### src/sv/lbc_pkg.sv
// Shared widths, types and helper functions for the line segment clipper.
package lbc_pkg;

  localparam int CW       = 16;  // input coordinate width
  localparam int DW       = 17;  // segment delta and fraction denominator width
  localparam int QW       = 18;  // edge distance and fraction numerator width
  localparam int PW       = 35;  // cross product width
  localparam int NW       = 38;  // rounding dividend width
  localparam int OW       = 12;  // output coordinate width
  localparam int RW       = 13;  // raster size register width
  localparam int QB       = OW;  // quotient bits resolved by the divider
  localparam int LANES    = 4;   // clipped coordinates per segment
  localparam int MAX_DIM  = 4096;
  localparam int RESET_DIM = 1024;

  localparam logic [1:0] CFG_IDX_WIDTH  = 2'd0;
  localparam logic [1:0] CFG_IDX_HEIGHT = 2'd1;

  typedef enum logic [1:0] {
    EDGE_LEFT,
    EDGE_RIGHT,
    EDGE_TOP,
    EDGE_BOTTOM
  } edge_e;

  // Segment data and the running entry and exit fractions t0 = n0/d0, t1 = n1/d1.
  typedef struct packed {
    logic                 ok;
    logic signed [CW-1:0] ax;
    logic signed [CW-1:0] ay;
    logic signed [DW-1:0] dx;
    logic signed [DW-1:0] dy;
    logic [OW-1:0]        xmax;
    logic [OW-1:0]        ymax;
    logic signed [QW-1:0] n0;
    logic signed [DW-1:0] d0;
    logic signed [QW-1:0] n1;
    logic signed [DW-1:0] d1;
  } clip_st_t;

  typedef struct packed {
    logic valid;
    logic ok;
  } lane_sb_t;

  function automatic logic signed [DW-1:0] edge_p(clip_st_t st, edge_e e);
    logic signed [DW-1:0] p;
    unique case (e)
      EDGE_LEFT:   p = -st.dx;
      EDGE_RIGHT:  p = st.dx;
      EDGE_TOP:    p = -st.dy;
      EDGE_BOTTOM: p = st.dy;
      default:     p = st.dy;
    endcase
    return p;
  endfunction

  function automatic logic signed [QW-1:0] edge_q(clip_st_t st, edge_e e);
    logic signed [QW-1:0] q;
    unique case (e)
      EDGE_LEFT:   q = QW'(st.ax);
      EDGE_RIGHT:  q = $signed(QW'(st.xmax)) - QW'(st.ax);
      EDGE_TOP:    q = QW'(st.ay);
      EDGE_BOTTOM: q = $signed(QW'(st.ymax)) - QW'(st.ay);
      default:     q = QW'(st.ay);
    endcase
    return q;
  endfunction

endpackage

### src/sv/lbc_edge.sv
// One edge test of the clipper: cross products, then compare and narrow.
module lbc_edge (
  input  logic                            clk_i,
  input  logic                            rst_ni,
  input  logic                            en_i,
  input  logic                            valid_i,
  input  lbc_pkg::clip_st_t               st_i,
  input  logic signed [lbc_pkg::DW-1:0]   p_i,
  input  logic signed [lbc_pkg::QW-1:0]   q_i,
  output logic                            valid_o,
  output lbc_pkg::clip_st_t               st_o
);
  import lbc_pkg::*;

  logic                 pneg, pz, qneg;
  logic signed [QW-1:0] rn;
  logic signed [DW-1:0] rd;
  logic signed [PW-1:0] ma, mb, mc, md;

  logic                 vlda_q;
  clip_st_t             sta_q;
  logic                 pneg_q, pz_q, qneg_q;
  logic signed [QW-1:0] rn_q;
  logic signed [DW-1:0] rd_q;
  logic signed [PW-1:0] ma_q, mb_q, mc_q, md_q;

  clip_st_t             stb_d, stb_q;
  logic                 vldb_q;

  always_comb begin
    pneg = p_i[DW-1];
    pz   = (p_i == '0);
    qneg = q_i[QW-1];
    rn   = pneg ? -q_i : q_i;
    rd   = pneg ? -p_i : p_i;
    ma   = rn * st_i.d1;
    mb   = st_i.n1 * rd;
    mc   = rn * st_i.d0;
    md   = st_i.n0 * rd;
  end

  always_ff @(posedge clk_i or negedge rst_ni) begin
    if (!rst_ni) begin
      vlda_q <= 1'b0;
    end else if (en_i) begin
      vlda_q <= valid_i;
    end
  end

  always_ff @(posedge clk_i) begin
    if (en_i) begin
      sta_q  <= st_i;
      pneg_q <= pneg;
      pz_q   <= pz;
      qneg_q <= qneg;
      rn_q   <= rn;
      rd_q   <= rd;
      ma_q   <= ma;
      mb_q   <= mb;
      mc_q   <= mc;
      md_q   <= md;
    end
  end

  // Both comparisons use the fractions as they stood before this edge.
  always_comb begin
    stb_d = sta_q;
    priority if (!sta_q.ok) begin
      stb_d.ok = 1'b0;
    end else if (pz_q) begin
      stb_d.ok = !qneg_q;
    end else if (pneg_q) begin
      if (ma_q > mb_q) begin
        stb_d.ok = 1'b0;
      end else if (mc_q > md_q) begin
        stb_d.n0 = rn_q;
        stb_d.d0 = rd_q;
      end
    end else begin
      if (mc_q < md_q) begin
        stb_d.ok = 1'b0;
      end else if (ma_q < mb_q) begin
        stb_d.n1 = rn_q;
        stb_d.d1 = rd_q;
      end
    end
  end

  always_ff @(posedge clk_i or negedge rst_ni) begin
    if (!rst_ni) begin
      vldb_q <= 1'b0;
    end else if (en_i) begin
      vldb_q <= vlda_q;
    end
  end

  always_ff @(posedge clk_i) begin
    if (en_i) begin
      stb_q <= stb_d;
    end
  end

  assign valid_o = vldb_q;
  assign st_o    = stb_q;

endmodule

### config.mk
export PLATFORM = sky130hd
export DESIGN_NAME = lbc_edge
export DESIGN_NICKNAME = d
export VERILOG_FILES = /design/src/sv/lbc_pkg.sv /design/src/sv/lbc_edge.sv
export SDC_FILE = /design/constraint.sdc
export NUM_CORES = 2
export LEC_CHECK = 0
export ABC_AREA = 1
export ABC_CLOCK_PERIOD_IN_PS = 4200
export BUFFER_PORTS_ARGS = -buffer_cell sky130_fd_sc_hd__buf_2
export CORE_MARGIN = 3
export CORE_UTILIZATION = 30
export CTS_BUF_LIST = sky130_fd_sc_hd__clkbuf_8
export CTS_CLUSTER_SIZE = 40
export DETAILED_ROUTE_END_ITERATION = 10
export SYNTH_ARGS = -nofsm -noshare
export SYNTH_HDL_FRONTEND = slang
export SYNTH_SLANG_ARGS = --single-unit
### constraint.sdc
create_clock -name clk_i -period 4.2 [get_ports clk_i]
set_clock_uncertainty 0.05 [all_clocks]
set_input_delay 0.84 -clock clk_i [delete_from_list [all_inputs] [get_ports clk_i]]
set_output_delay 0.84 -clock clk_i [all_outputs]
set_load 0.005 [all_outputs]
==> impl_metrics.toml <==
[outcome]
outcome = "finished, violations left"
violations = "setup timing"

[worst_setup_path]
endpoint = "mc_q[27]$_DFFE_PP_"
slowest_delay_ns = 0.56
crit_cells = 35
r2r-start = "mc_q[34]$_DFFE_PP_"
cpMaxStageDelayCell = "fa_1"
critPathLaunchType = "input pin"
crit_family = "adder cells"
r2r_slack_ns = 0.48
r2r_end = "st_o[16]$_DFFE_PP_"
crit_type = "input pin to register"
critPathArrivalTime_ns = 7.07
r2r_cells = 13
startpoint = "q_i[0]"
crit_fanout = 5
cp.required_ns = 4.69
path_buf_inv = 11
critPathCaptureType = "register"

[timing]
hold_viol = 0
fin_tns_setup_ns = -219.01
setup_ws_ns = -2.38
setup_viol_count_final = 122
tightest_slew_ns = 0.902
rsz0062_at_grt = "true"
fmax_ghz = 0.152
period_share_pct = 157
drv_slew = 0
relSlewSlack_pct = 39.4
finalCriticalPeriod_ns = 6.58

[yosys]
ys_seq_area_share_pct = 23.3
synth_area_leaders = "fa_1 (38%), edfxtp_1 (23%), inv_1 (9.5%)"
synthAdderAreaFrac_pct = 46.6
syn_area_um2 = 64700
synth_warnings = 0
synth_flop_cell = "edfxtp_1"
synthArstFlopShare_pct = 0.398
synth_edf_count = 500
synth_area_per_cell_um2 = 9.61
synth_compound_area_share_pct = 3.43
synth-xor-area-share_pct = 2.15
synth_area_leader_cell = "fa_1"
synth-seq-cells = 502
syn-instance-count = 6739
synthMuxAreaShare_pct = 0
synth_simple_gate_area_share_pct = 13.3
synth_top_family_by_area = "adder cells"
synth_nets = 8603
synth_cell_type_count = 59
synth.top_cell.area_share_pct = 38.5

[global_routing]
grt_pass1_wl_um = 339000
grt_max_degree = 91
antenna_found_initial = 13
grt_overflow_total = 0
track_usage_pct = 20.2
first_global_vias = 55600

[clock_tree]
clk_latency_ns = 0.83
numClockSinks = 502
cts_buffers = 88
clk_pin_slew_ns = 0.07
clk_path_buf_depth = 3
htreeDepth = 3
cts_tree = "yes"
cts_root_buf = "clkbuf_8"

[floorplan]
dieArea_um2 = 221000
ios = 362
chipWidth_um = 471
core_um2 = 213000
fp-row-count = 169
start_util_pct = 30.3
die_h_um = 471

[finish]
finalInstanceArea_um2 = 87900
finalNonFillerCells = 11100
area_growth_pct = 35.8
final_cell_mix = "inv_1 (1483), fa_1 (1153), buf_4 (996)"
drive_gt1_share_pct = 34.0
nFillCells = 20400
layout_commonest_cell = "inv_1"
final_nets = 10100
utilization_pct = 41.2

[drt]
route.vias.total = 51000
drt-initial-drc-count = 3118
vias_per_cell = 4.59
drt-total-wl_um = 225000
antenna_left = 0
wl_per_cell_um = 20.3
remaining_drc_errors = 0
first_pass_iters = 5

[job]
cap_violations = 0

[placed_design]
numPortBuffers = 361
gp_congestion = 0.954
postPlaceCellArea_um2 = 80200
place.detailed.hpwl_um = 188000
dp_cells = 10700

[hold_path]
hp-class = "input pin to register"
[stage by stage]
step | hold WS, ns | worst slack (ns)
after global routing | 0.101 | -2.50
after global placement | 0.350 | -3.37
after floorplan | 0.350 | -2.48
final | 0.173 | -2.38
after detailed placement | 0.355 | -3.45
after CTS | 0.0456 | -2.19
[state kept, by name, indices dropped and copies added (netlist names)]
register and count:
ma_q 35, mb_q 35, mc_q 35, md_q 35, pneg_q 1, pz_q 1, qneg_q 1, rd_q 17
rn_q 18, st_o 161, sta_q 161, valid_o 1, vlda_q 1
[synth_stat cells (3+ instances only)]
library cell,number
a21boi_0,7
a21o_1,24
a21oi_1,173
a221oi_1,6
a31oi_1,8
buf_1,12
buf_2,56
buf_4,8
buf_6,13
clkbuf_1,118
clkinv_1,14
edfxtp_1,500
fa_1,1244
ha_1,420
inv_1,1646
inv_2,21
nand2_1,1136
nand2_2,27
nand3_1,104
nand3b_1,7
nand4_1,68
nor2_1,702
nor2_2,9
nor3_1,38
nor4_1,11
o21a_1,4
o21ai_0,133
o21ai_1,7
o21ai_2,5
o21bai_1,15
o31ai_1,3
or2_2,9
or3_1,3
xnor2_1,72
xor2_1,87
[layer usage]
metal	part of all wire, %	global-route usage [%]	wire length [um]
met2	50	35.2	112000
met4	6.8	12.2	15400
met3	5.4	2.92	12200
met1	38	23.6	85000
met5	0.0076	0	17
[cells by family (layout without fill, tap and decap cells)]
family	count (synthesis)	in the layout
AO/OA/AOI/OAI	396	396
XOR/XNOR	159	159
adder cells (fa/ha/maj)	1664	1664
buffers and inverters	1891	3426
flip-flops	502	502
other	0	12
AND/OR/NAND/NOR	2127	2127
[worst register-to-register path: stages (launching register included)]
cell	delay (ns)
edfxtp_1	0.39
ha_1	0.41
nand2_1	0.11
nor2_2	0.12
nand4_1	0.13
inv_1	0.24
a21oi_1	0.15
nand3_1	0.10
nand2_1	0.08
nand2_2	0.44
nand2_2	0.12
inv_2	0.40
nand3_1	0.53
nand2_1	0.22
[how the worst min path moves through the flow]
| stage | slack (ns) | depth (start not counted) | end | start |
|---|---|---|---|---|
| finish | 0.17 | 1 | sta_q[121]$_DFFE_PP_ | st_i[121] |
| CTS | 0.05 | 1 | sta_q[121]$_DFFE_PP_ | st_i[121] |
| detailed placement | 0.35 | 0 | st_o[124]$_DFFE_PP_ | sta_q[124]$_DFFE_PP_ |
| floorplan | 0.35 | 0 | st_o[100]$_DFFE_PP_ | sta_q[100]$_DFFE_PP_ |
| global placement | 0.35 | 0 | st_o[123]$_DFFE_PP_ | sta_q[123]$_DFFE_PP_ |
| global route | 0.10 | 1 | sta_q[121]$_DFFE_PP_ | st_i[121] |
[what timing repair did]
item | 4_1_cts | 5_1_grt
endpoints found under the hold margin | 2 | 0
setup buffers | 107 | 103
pin swaps | 263 | 333
hold buffers | 1 | 0
setup endpoints to repair | 120 | 122
gates resized for setup | 496 | 563
cloned | 3 | 1
[layout make-up]
cell class	instances	area, um2	area share [%]
Antenna cell	12	30.0	0.0342
Clock buffer	88	1210	1.38
Clock inverter	71	539	0.613
Inverter	1684	6540	7.44
Multi-Input combinational cell	4346	48100	54.7
Sequential cell	502	15100	17.1
Tap cell	2821	3530	4.02
Timing Repair Buffer	1581	12800	14.6
Timing Repair inverter	2	46.3	0.0527
Power is left out: the tool's default activity adds up to more than one toggle a clock period on the data nets, which glitch-free logic cannot reach.
